File: src/hw/rtl/fvf_pkg.sv
package fvf_pkg;

    localparam int STORE_DEPTH = 1024;
    localparam int VALUE_W     = 32;
    localparam int K_W         = 7;
    localparam int K_MAX       = 64;
    localparam int ADDR_W      = (STORE_DEPTH > 1) ? $clog2(STORE_DEPTH) : 1;
    localparam int CNT_W       = $clog2(STORE_DEPTH + 1);
    localparam int DIVC_W      = (CNT_W > 1) ? $clog2(CNT_W) : 1;
    localparam int QUEUE_DEPTH = 4;
    localparam int QPTR_W      = $clog2(QUEUE_DEPTH);

    // one classified element on its way from the front to the back
    typedef struct packed {
        logic [VALUE_W-1:0] value;
        logic               wr;
        logic [ADDR_W-1:0]  addr;
        logic               last;
        logic [CNT_W-1:0]   n;
        logic               ovf;
    } t_cmd;

endpackage

File: src/hw/rtl/fvf_in_if.sv
interface fvf_in_if;
    import fvf_pkg::*;

    logic                      valid;
    logic                      ready;
    logic signed [VALUE_W-1:0] value;
    logic                      is_last;

    modport source (output valid, output value, output is_last, input ready);
    modport sink (input valid, input value, input is_last, output ready);
endinterface

File: src/hw/rtl/fvf_front.sv
module fvf_front (
    input  logic          i_clk,
    input  logic          i_rst_n,
    fvf_in_if.sink        i_in,
    output fvf_pkg::t_cmd o_cmd,
    output logic          o_push,
    input  logic          i_q_ready
);
    import fvf_pkg::*;

    logic [CNT_W-1:0] r_count;
    logic [CNT_W-1:0] n_count;
    logic             r_ovf;
    logic             n_ovf;
    logic             accept;
    logic             room;

    assign i_in.ready = i_q_ready;
    assign accept     = i_in.valid && i_q_ready;
    assign room       = r_count < CNT_W'(STORE_DEPTH);

    always_comb begin
        o_cmd.value = i_in.value;
        o_cmd.wr    = room;
        o_cmd.addr  = r_count[ADDR_W-1:0];
        o_cmd.last  = i_in.is_last;
        o_cmd.n     = room ? r_count + CNT_W'(1) : r_count;
        o_cmd.ovf   = r_ovf || !room;
        o_push      = 1'b0;
        n_count     = r_count;
        n_ovf       = r_ovf;
        if (accept) begin
            // a dropped word that does not close the run needs no slot in the queue
            o_push = room || i_in.is_last;
            if (i_in.is_last) begin
                n_count = '0;
                n_ovf   = 1'b0;
            end else begin
                n_count = o_cmd.n;
                n_ovf   = o_cmd.ovf;
            end
        end
    end

    always_ff @(posedge i_clk) begin
        if (!i_rst_n) begin
            r_count <= '0;
            r_ovf   <= 1'b0;
        end else begin
            r_count <= n_count;
            r_ovf   <= n_ovf;
        end
    end
endmodule

File: src/flat_wrapper.sv
// flat-port wrapper written by rule: the top's interface ports become plain ports
module fvf_front_flat import fvf_pkg::*;
  (i_clk, i_rst_n, o_cmd, o_push, i_q_ready, i_in_valid, i_in_value, i_in_is_last, i_in_ready);
  fvf_in_if i_in_i ();
  input  logic i_clk;
  input  logic i_rst_n;
  output fvf_pkg::t_cmd o_cmd;
  output logic o_push;
  input  logic i_q_ready;
  input wire logic [$bits(i_in_i.valid)-1:0] i_in_valid;
  input wire logic [$bits(i_in_i.value)-1:0] i_in_value;
  input wire logic [$bits(i_in_i.is_last)-1:0] i_in_is_last;
  output wire logic [$bits(i_in_i.ready)-1:0] i_in_ready;
  assign i_in_i.valid = i_in_valid;
  assign i_in_i.value = i_in_value;
  assign i_in_i.is_last = i_in_is_last;
  assign i_in_ready = i_in_i.ready;
  fvf_front u_core (.i_clk(i_clk), .i_rst_n(i_rst_n), .i_in(i_in_i), .o_cmd(o_cmd), .o_push(o_push), .i_q_ready(i_q_ready));
endmodule
File: config.mk
export PLATFORM = sky130hd
export DESIGN_NAME = fvf_front_flat
export DESIGN_NICKNAME = d
export VERILOG_FILES = /design/src/hw/rtl/fvf_pkg.sv /design/src/hw/rtl/fvf_in_if.sv /design/src/hw/rtl/fvf_front.sv /design/src/flat_wrapper.sv
export SDC_FILE = /design/constraint.sdc
export NUM_CORES = 1
export LEC_CHECK = 0
export BUFFER_PORTS_ARGS = -buffer_cell sky130_fd_sc_hd__buf_4
export CELL_PAD_IN_SITES_DETAIL_PLACEMENT = 2
export CELL_PAD_IN_SITES_GLOBAL_PLACEMENT = 2
export CORE_ASPECT_RATIO = 1.5
export CORE_MARGIN = 2
export CORE_UTILIZATION = 20
export CTS_CLUSTER_DIAMETER = 60
export DETAILED_ROUTE_END_ITERATION = 12
export PLACE_DENSITY_LB_ADDON = 0.1
export REMOVE_ABC_BUFFERS = 1
export SYNTH_ARGS = -nofsm -noshare
export SYNTH_HDL_FRONTEND = slang
export SYNTH_SLANG_ARGS = --single-unit
File: constraint.sdc
create_clock -name i_clk -period 4.9 [get_ports i_clk]
set_input_delay 0.245 -clock i_clk [delete_from_list [all_inputs] [get_ports i_clk]]
set_output_delay 0.245 -clock i_clk [all_outputs]
set_load 0.02 [all_outputs]
# After elaboration in Yosys (flattened, before gate mapping)
# Index checks and enable logic that the tools add are counted.
# classes
addsub	1
n_lt_le_gt_ge	1
mux	4
reduce_logical	4
# op_table
cell	count
11-bit 2-to-1 mux	2
11-bit by 1-bit adder with 11-bit output, second input constant	1
11-bit less-than comparator, second input constant	1
1-bit logical OR	2
1-bit 2-to-1 mux	2
1-bit logical AND	1
1-bit zero test	1
# word_totals
output_inout_bits	58
elab_cells	12
register_bits	12
input_bits	37

# Longest topological paths before layout
# depth
depth_word	4
mapped_depth	6
ltp_nobuf	5

# Worst setup path before layout
# Ideal clock, no wire load.
# synth_path
kind	flip-flop to output port
from	register u_core.r_count[0]
to	output o_cmd[7] in the netlist's numbering
t_arrival_ns	1.529
stages_incl_launch_ff	6
path_buffers	1
slack_ns	3.126
required_ns	4.655
path_cell_list	dfxtp_1 -> ha_1 -> and4b_2 -> clkbuf_2 -> nand3_1 -> xnor2_1
# synth_rtl
item	line_no	source
from (decl)	fvf_front.sv:11	logic [CNT_W-1:0] r_count;
from (signal assigned)	fvf_front.sv:50	r_count <= n_count;
to (decl)	flat_wrapper.sv:7	output fvf_pkg::t_cmd o_cmd;

==> impl_metrics.ini <==
[status]
status = finished, final reports clean

[worst_setup_path]
cp-start-kind = register
cpMaxStageDelayCell = dfxtp_1
cp_num_buf_inv = 1
cp_top_family = flip-flops
cp-end-kind = primary output
arrival_ns = 1.79
cp_max_fo = 8
critPathMaxStageDelay_ns = 0.54
crit_required_ns = 4.66
critPathKind = reg -> out
path_cells = ha_1, and4b_2, nand3_1, xnor2_1, buf_4

[clock_network]
cts_resized = 0
cts_tree = yes
cts.htree.levels = 1
clockBufferDepth = 2
clkSinkCount = 12
clk_latency_ns = 0.24
cts_buffers = 3
cts-root-buf = clkbuf_8
path_clk_slew_ns = 0.06
postCtsSetupRepairBufs = 0
cts_hold_buf = 0

[yosys]
synthArstFlopShare = 0
ys_ff_latch = 12
synth-edff-count = 0
synth_cell_types = 37
ys.warnings.count = 0
synthFlopType = dfxtp_1
syn_area_um2 = 1100
ys_seq_area_frac = 0.219
syn_avg_cell_area_um2 = 8.06
syn_inst = 136

[sta]
finClkSkew_ns = 0.000889
slew_headroom = 0.696
fin_hold_ws_ns = 0.297
fmax_ghz = 0.491
post-route-min-period_ns = 2.04
worstMarginPinSlew_ns = 0.456
setup_tns_ns = 0
setup_slack_ns = 2.86
hold_violations = 0
rsz0062_at_grt = no
setup_viol = 0
post-route-period-util = 0.416
maxSlewViolCount = 0

[grt]
grt_pass1_vias = 971
grt_usage = 0.144
grt-ovfl-total = 0
antenna_found_initial = 0
grt_max_degree = 13
grt_pass1_wl_um = 6330

[route]
via_per_inst = 4.70
vias = 893
wl_per_cell_um = 21.9
dr.first_iter.drc_count = 41
ant_nets = 0
wl_um = 4150
route.detailed.drc = 0
firstDrtPassIters = 4

[cells_and_area]
nNetsFinal = 159
area_delta_synth_final_pct = 0.114
diodes = 0
fin_cells = 190
drive_gt1_frac = 0.325

[placed_design]
place_ws_ns = 3.11
dp_hpwl_um = 3290
place_inst = 186
place_congestion = 0.667
port_buffers = 30

[power_and_ir_drop]
fin_total_pwr_mw = 0.233
leakage_nw = 0.465
power_density_nw_per_um2 = 212
worst_ir_drop_vdd_mv = 0.0672

[hold_path]
hp-class = in -> reg

[flow_run]
max-cap-violations = 0

[floorplanning]
io_pins = 95
die_area_um2 = 6100
fp.dieH_um = 94.7
start_util = 0.204
core-area_um2 = 5370
rows = 33
die_w_um = 64.4
-- flip-flops by register name, summed over array words and instances, names as in the netlist --
signal          cells
u_core.r_count     11
u_core.r_ovf        1
-- power breakdown --
part	switching (mW)	leakage (nW)	internal, mW
clock	0.0407	0.0288	0.0711
sequential	0.00132	0.0967	0.0981
combinational	0.0140	0.340	0.00776
-- worst register-to-register path: cells and delay by family (launching register included) --
| family | cells | cell delay (ns) |
|---|---|---|
| AOI/OAI and AO/OA | 1 | 0.13 |
| and+or+nand+nor | 3 | 0.78 |
| adders and majority gates | 1 | 0.26 |
| DFF | 1 | 0.54 |
-- logic make-up after synthesis --
| family | after synthesis | share of synthesized area |
|---|---|---|
| fa+ha+maj | 1 | 0.0114 |
| compound gates | 23 | 0.139 |
| buf+inv | 54 | 0.348 |
| simple gates | 36 | 0.200 |
| mux | 1 | 0.0103 |
| flops | 12 | 0.219 |
| xor+xnor | 9 | 0.0719 |
-- placed cells by master, fill, tap and decap left out, types with 2 or more instances in the layout --
| cell | n |
|---|---|
| a21oi_1 | 5 |
| a22oi_1 | 3 |
| a31oi_1 | 2 |
| a41o_1 | 2 |
| buf_4 | 30 |
| clkbuf_8 | 4 |
| dfxtp_1 | 12 |
| inv_1 | 4 |
| nand2_1 | 4 |
| nand3_1 | 5 |
| nor2_1 | 10 |
| nor3_1 | 2 |
| o21ai_0 | 6 |
| o41ai_1 | 2 |
| or3_1 | 2 |
| or4_1 | 2 |
| xnor2_1 | 6 |
| xor2_1 | 3 |
-- layout make-up --
cell class,instances,area (um2)
Sequential cell,12,240
Clock buffer,4,55.1
Fill cell,645,4270
Multi-Input combinational cell,70,474
Inverter,4,15.0
Timing Repair Buffer,30,225
Tap cell,70,87.6
-- Yosys cell counts (3+ instances only) --
cell,number,share of area
dfxtp_1,12,0.22
xor2_1,3,0.024
nand2_1,4,0.014
buf_4,45,0.31
a22oi_1,3,0.021
nand3_1,5,0.023
xnor2_1,6,0.048
nor2_1,10,0.034
a21oi_1,5,0.023
inv_1,4,0.014
o21ai_0,6,0.027
-- worst paths after layout --
path | cells after the start | to | start | slack (ns)
min | 2 | u_core.r_count[5] | i_rst_n | 0.30
max | 5 | o_cmd[7] | u_core.r_count[0] | 2.86
max reg2reg | 5 | u_core.r_count[6] | u_core.r_count[0] | 3.11
min reg2reg | 2 | u_core.r_ovf | u_core.r_ovf | 0.50
-- per-layer routing --
metal	part of all wire	vias up	wire [um]	track usage
li1	-	394	-	-
met1	0.44	424	1810	0.179
met2	0.41	67	1690	0.188
met3	0.13	6	545	0.101
met4	0.015	2	64	0.0479
met5	0.0089	-	37	0.0714
-- metrics by stage --
stage,area [um2],util
after floorplan,729,-
after global placement,1040,0.194
after detailed placement,1040,0.194
after CTS,1100,0.204
after global routing,1100,0.204
final,1100,0.204
Note: power is estimated with default switching activity, not from simulation.
