**config.mk**
```make
export PLATFORM = sky130hd
export DESIGN_NAME = fvf_fifo
export DESIGN_NICKNAME = d
export VERILOG_FILES = /design/src/hw/rtl/fvf_pkg.sv /design/src/hw/rtl/fvf_fifo.sv
export SDC_FILE = /design/constraint.sdc
export NUM_CORES = 1
export LEC_CHECK = 0
export ABC_CLOCK_PERIOD_IN_PS = 2600
export BUFFER_PORTS_ARGS = -buffer_cell sky130_fd_sc_hd__buf_4
export CAP_MARGIN = 30
export CELL_PAD_IN_SITES_DETAIL_PLACEMENT = 1
export CELL_PAD_IN_SITES_GLOBAL_PLACEMENT = 2
export CORE_ASPECT_RATIO = 1.5
export CORE_MARGIN = 5
export CORE_UTILIZATION = 30
export DETAILED_ROUTE_END_ITERATION = 8
export GPL_TIMING_DRIVEN = 0
export PLACE_DENSITY_LB_ADDON = 0.15
export SKIP_CTS_REPAIR_TIMING = 1
export SLEW_MARGIN = 20
export SYNTH_ARGS = -nofsm -noshare
export SYNTH_HDL_FRONTEND = slang
export SYNTH_SLANG_ARGS = --single-unit
export TNS_END_PERCENT = 1
```
**constraint.sdc**
```tcl
create_clock -name i_clk -period 2.6 [get_ports i_clk]
set_clock_uncertainty 0.05 [all_clocks]
set_input_delay 0.13 -clock i_clk [delete_from_list [all_inputs] [get_ports i_clk]]
set_output_delay 0.13 -clock i_clk [all_outputs]
set_load 0.02 [all_outputs]
```
**src/hw/rtl/fvf_pkg.sv**
```systemverilog
package fvf_pkg;

    localparam int STORE_DEPTH = 1024;
    localparam int VALUE_W     = 32;
    localparam int K_W         = 7;
    localparam int K_MAX       = 64;
    localparam int ADDR_W      = (STORE_DEPTH > 1) ? $clog2(STORE_DEPTH) : 1;
    localparam int CNT_W       = $clog2(STORE_DEPTH + 1);
    localparam int DIVC_W      = (CNT_W > 1) ? $clog2(CNT_W) : 1;
    localparam int QUEUE_DEPTH = 4;
    localparam int QPTR_W      = $clog2(QUEUE_DEPTH);

    // one classified element on its way from the front to the back
    typedef struct packed {
        logic [VALUE_W-1:0] value;
        logic               wr;
        logic [ADDR_W-1:0]  addr;
        logic               last;
        logic [CNT_W-1:0]   n;
        logic               ovf;
    } t_cmd;

endpackage

```
**src/hw/rtl/fvf_fifo.sv**
```systemverilog
module fvf_fifo (
    input  logic          i_clk,
    input  logic          i_rst_n,
    input  logic          i_push,
    input  fvf_pkg::t_cmd i_data,
    output logic          o_ready,
    output logic          o_valid,
    output fvf_pkg::t_cmd o_data,
    input  logic          i_pop
);
    import fvf_pkg::*;

    t_cmd              r_slot [QUEUE_DEPTH];
    logic [QPTR_W-1:0] r_wptr;
    logic [QPTR_W-1:0] r_rptr;
    logic [QPTR_W:0]   r_fill;
    logic              do_push;
    logic              do_pop;

    assign o_ready = r_fill != (QPTR_W + 1)'(QUEUE_DEPTH);
    assign o_valid = r_fill != '0;
    assign o_data  = r_slot[r_rptr];
    assign do_push = i_push && o_ready;
    assign do_pop  = i_pop && o_valid;

    always_ff @(posedge i_clk) begin
        if (do_push) begin
            r_slot[r_wptr] <= i_data;
        end
    end

    always_ff @(posedge i_clk) begin
        if (!i_rst_n) begin
            r_wptr <= '0;
            r_rptr <= '0;
            r_fill <= '0;
        end else begin
            if (do_push) begin
                r_wptr <= r_wptr + QPTR_W'(1);
            end
            if (do_pop) begin
                r_rptr <= r_rptr + QPTR_W'(1);
            end
            if (do_push && !do_pop) begin
                r_fill <= r_fill + (QPTR_W + 1)'(1);
            end else if (do_pop && !do_push) begin
                r_fill <= r_fill - (QPTR_W + 1)'(1);
            end
        end
    end
endmodule

```
[After elaboration in Yosys (flattened, before gate mapping)]
Memories as Yosys holds them, arrays and structs flattened. A register that Yosys moved wholly into a read port is not among the register bits.
Cells that the tools add are included.
Storage, ports and cells
  register bits: 7
  bits in writable memories: 224
  bits of input ports: 60
  output and inout port bits: 58
  logic and storage cells: 23
  memories kept: 1
Operators by class
  $add $sub $neg: 4
  equal/unequal tests: 1
  mux-type cells: 6
  reductions and logical operators: 8
Memory list
  r_slot: depth 4, width 56, read ports 1, clocked after memory_dff 1, write ports 1, RTL line fvf_fifo.sv:13  | t_cmd r_slot [QUEUE_DEPTH];
Operator list (number)
  3-bit two-way mux: 2
  2-bit by 1-bit adder with 2-bit output (second input constant): 2
  1-bit logical AND: 4
  2-bit two-way mux: 2
  3-bit by 1-bit adder with 3-bit output (second input constant): 1
  3-bit inequality test (second input constant): 1
  3-bit nonzero test: 1
  3-bit by 1-bit subtractor with 3-bit output (second input constant): 1
  1-bit zero test: 2
  1-bit two-way mux: 2
  2-bit nonzero test: 1

[Depth between registers and ports, before layout]
  depth in word-level cells: 6
  depth in mapped cells: 8
  depth with buffers taken out: 8

[Worst setup path after synthesis]
OpenSTA, ideal clock, no wires.
  path kind: register to register
  from: reg r_fill[0]
  to: mem r_slot[2][0] (netlist bit) (enable)
  library setup time: 0.420 ns
  arrival: 2.170 ns
  required time: 2.130 ns
  slack: -0.039 ns
  stages on the path, launching flop included: 4
  buffers on the path: 0
  clock period less this slack: 2.639 ns
  cell sequence: dfxtp_1 -> nor2_1 -> a21boi_2 -> and2_1
On the way
  longest elaborated chain between the ends: 4
Ends and longest elaborated chain
  start: declaration: RTL line fvf_fifo.sv:16  | logic [QPTR_W:0] r_fill;
  start signal: assignment: RTL line fvf_fifo.sv:45  | r_fill <= r_fill + (QPTR_W + 1)'(1);
  start signal: assignment: RTL line fvf_fifo.sv:47  | r_fill <= r_fill - (QPTR_W + 1)'(1);
  3-bit inequality test: RTL line fvf_fifo.sv:20  | assign o_ready = r_fill != (QPTR_W + 1)'(QUEUE_DEPTH);
  1-bit logical AND: RTL line fvf_fifo.sv:23  | assign do_push = i_push && o_ready;
  net do_push: RTL line fvf_fifo.sv:17  | logic do_push;
  1-bit two-way mux: RTL line fvf_fifo.sv:27  | if (do_push) begin
  1-bit two-way mux (implied by the code): RTL line fvf_fifo.sv:28  | r_slot[r_wptr] <= i_data;
  end: declaration: RTL line fvf_fifo.sv:13
The timed path passes the listed nets, and every way through them passes these cells.

[Final worst setup path]
  from: reg r_fill[1]
  to: reg r_fill[2]
On the way
  longest elaborated chain between the ends: 5
  elaborated cells between the ends (all ways): 13
  those cells by class: add/sub: 2; eq/ne: 1; mux: 2; reduce/logical: 8
Ends and longest elaborated chain
  3-bit inequality test *: RTL line fvf_fifo.sv:20
  1-bit logical AND *: RTL line fvf_fifo.sv:23
  net do_push: RTL line fvf_fifo.sv:17
  1-bit zero test: RTL line fvf_fifo.sv:46  | end else if (do_pop && !do_push) begin
  1-bit logical AND: RTL line fvf_fifo.sv:46
  2-bit nonzero test (no line)
The timed path passes the listed nets; every way through them passes the cells marked *. The select of a mux whose other input is x is not followed.
A chain may end at the register's enable or synchronous reset.

==> qor.txt <==
outcome = complete, but fails checks
failing checks = hold timing
final setup TNS = 0 ns
Final ANT Viol Nets = 0
Top FF cell, synth = edfxtp_1
Clk pwr share = 0.290
cell with the most instances after synthesis = edfxtp_1
initial core utilization = 0.3013
final net count = 608
port bufs = 116
RSZ-0062 raised after global routing = false
yosys warns = 0
Post-Syn Area = 8594 um2
first-pass GRT wire length = 27640 um
final global-route overflow total = 0
Setup crit end kind = flop
vias in the first global route = 4533
CTS sink count = 233
Hold Fails Final Rpt = 6
Clk Latency, worst-skew pair = 0.52 ns
Hold EP = r_wptr[0]
via count = 4127
die area = 32200 um2
CP max FO = 7
DRT Wirelength = 18720 um
Fmax = 427.6 MHz
Layout Cell Area excl Fill = 11310 um2
CP max stage delay = 0.44 ns
Placed Cells = 811
fin. max-slew vios = 0
GP Congestion = 0.6788
Die H = 217.3 um
largest net degree at the start of global routing = 40
Reg clk slew, reported paths = 0.06 ns
clock tree buffer depth = 3
multiplexer area fraction after synthesis = 0.1502
CP top delay family = adder cells
top cells by count, synth = edfxtp_1 (224), mux4_2 (56), dfxtp_1 (9)
DP HPWL = 11460 um
depth of the CTS H-tree = 1
sequential share of the synthesized area = 0.8036
Starting DRT DRC Count = 155
drt wl/cell = 20.55 um
Max Cap Viol = 0
register share of total power = 0.421
PwrDens = 982.4 nW/um2
Remaining DRCs = 0
worst-margin pin slew = 0.6960 ns
Synth Area per Inst = 25.28 um2
synth-to-layout area growth = 31.64%
Die W = 148.2 um
crit path buf inv count = 1
Final Cycle Share = 0.8996
Power, Total = 11.11 mW
crit-path cells = nor2_1, a21boi_4, ha_1, inv_1, fa_1, xor2_1, or3_1, a21boi_0
Int Pwr = 7.981 mW
synth unique cells = 24
DR vias/cell = 4.530
Comb power frac = 0.289
Post-Synth XOR/XNOR Area = 0.004076
initial antenna violation count = 1
compound-cell area share of the yosys netlist = 0.005241
Tmin final = 2.339 ns
count of final setup violators = 0
Post-DP Area = 10010 um2
Crit Path Class = flop to flop
Rows = 76
cell count after synthesis = 340
crit path DAT = 2.72 ns
leakage = 3.816 nW
sw frac = 0.2819
Yosys reg bits = 233
Min-Delay Path Depth = 3
min-delay src = i_rst_n
Core ar. = 28530 um2
Final WS setup = 0.2612 ns
R2R Path End = r_fill[2]
clock root buffer = clkbuf_16
Hold WS = -0.01289 ns
origin of the critical flop-to-flop path = r_fill[1]
Tot GR Track Use = 0.1159
final cell utilization of the core = 0.3966
share of the synthesized area in the top cell type = 0.7826
Mapped Nets = 406
Post-Place Setup Slack = 0.1500 ns
DR pass1 iterations = 4
Post-synth EDFFs = 224
critical path's slowest cell = dfxtp_1
Area contributors post-synth = edfxtp_1 (78%), mux4_2 (15%), dfxtp_1 (2.1%)
HP Class = primary input to flop
io pins = 118
Synth async-reset ratio = 0
setup slack, reg-to-reg = 0.26 ns
Worst EP required = 2.98 ns
switching power = 3.134 mW
largest family of logic cells by synthesized area = multiplexers
share of cells above drive strength 1 = 0.4007
adder-cell share of the synthesized area = 0.009608
Startpoint Class = flop
VDD IR max = 0.5502 mV
Finished Layout Cells = 911
Synth Area in Simple Gates = 0.01063
Max-slew headroom = 0.5360
FF-to-FF path depth = 8
area leader, netlist = edfxtp_1
Inserted Clock Buffers = 24
CTS tree = yes
[worst reg2reg max path, cell delays in order (launching register included)]
cell      delay [ns]
dfxtp_1         0.44
nor2_1          0.14
a21boi_4        0.31
ha_1            0.24
inv_1           0.06
fa_1            0.37
xor2_1          0.18
or3_1           0.30
a21boi_0        0.17
[how the worst max path moves through the flow]
stage,slack [ns],end,startpoint,cells after the start
after floorplan,-0.04,r_slot[3][0],r_fill[0],3
after global placement,-1.54,r_slot[1][3],r_fill[0],3
after detailed placement,0.15,r_fill[2],r_fill[0],8
after CTS,0.12,r_fill[2],r_fill[0],8
after global routing,0.02,r_fill[2],r_fill[1],8
final,0.26,r_fill[2],r_fill[1],8
[sequential cells by signal (all words and copies together), names as in the netlist, named ones only]
register  flops
r_rptr        2
r_fill        3
r_slot      224
r_wptr        2
[routing by layer]
layer	vias up	wire, um	track usage
li1	1848	-	-
met1	2172	6967	0.1243
met2	78	10510	0.2214
met3	29	703	0.02312
met4	0	540	0.04407
met5	-	0	0
[cell type report]
| type | instances | area, um2 |
|---|---|---|
| Antenna cell | 1 | 2.502 |
| Multi-Input combinational cell | 91 | 1563 |
| Tap cell | 351 | 439.2 |
| Buffer | 13 | 131.4 |
| Clock inverter | 10 | 76.32 |
| Inverter | 3 | 11.26 |
| Sequential cell | 233 | 6908 |
| Fill cell | 2746 | 17210 |
| Clock buffer | 33 | 655.6 |
| Timing Repair Buffer | 176 | 1526 |
[placed cells by master, fill, tap and decap left out, types with 3 or more instances in the layout]
master | synthesis | layout
clkbuf_16 | 0 | 25
nand2_1 | 5 | 5
dlygate4sd3_1 | 0 | 56
edfxtp_1 | 224 | 224
buf_4 | 1 | 117
ha_1 | 5 | 5
clkinv_1 | 0 | 5
clkbuf_1 | 2 | 10
and2_4 | 0 | 4
mux4_2 | 56 | 56
dfxtp_1 | 9 | 8
mux2i_1 | 3 | 3
buf_12 | 4 | 6
xnor2_1 | 3 | 3
buf_2 | 5 | 5
inv_1 | 3 | 3
and2_1 | 8 | 4
clkinvlp_4 | 0 | 3
[power by group through the flow]
stage	Combinational (mW)	Sequential [mW]	Clock (mW)
after global placement	3.16	4.77	0
after detailed placement	3.26	4.76	0
after CTS	3.27	4.68	3.36
after floorplan	1.99	4.73	0
final	3.22	4.67	3.22
after global routing	3.47	4.71	3.50
[cell families after synthesis]
logic type,count (synthesis)
buffers and inverters,16
DFF,233
and+or+nand+nor,17
xor gates and xnor gates,4
muxes,59
adders and majority gates,6
AOI/OAI and AO/OA,5
Power figures use the tool's default switching activity.
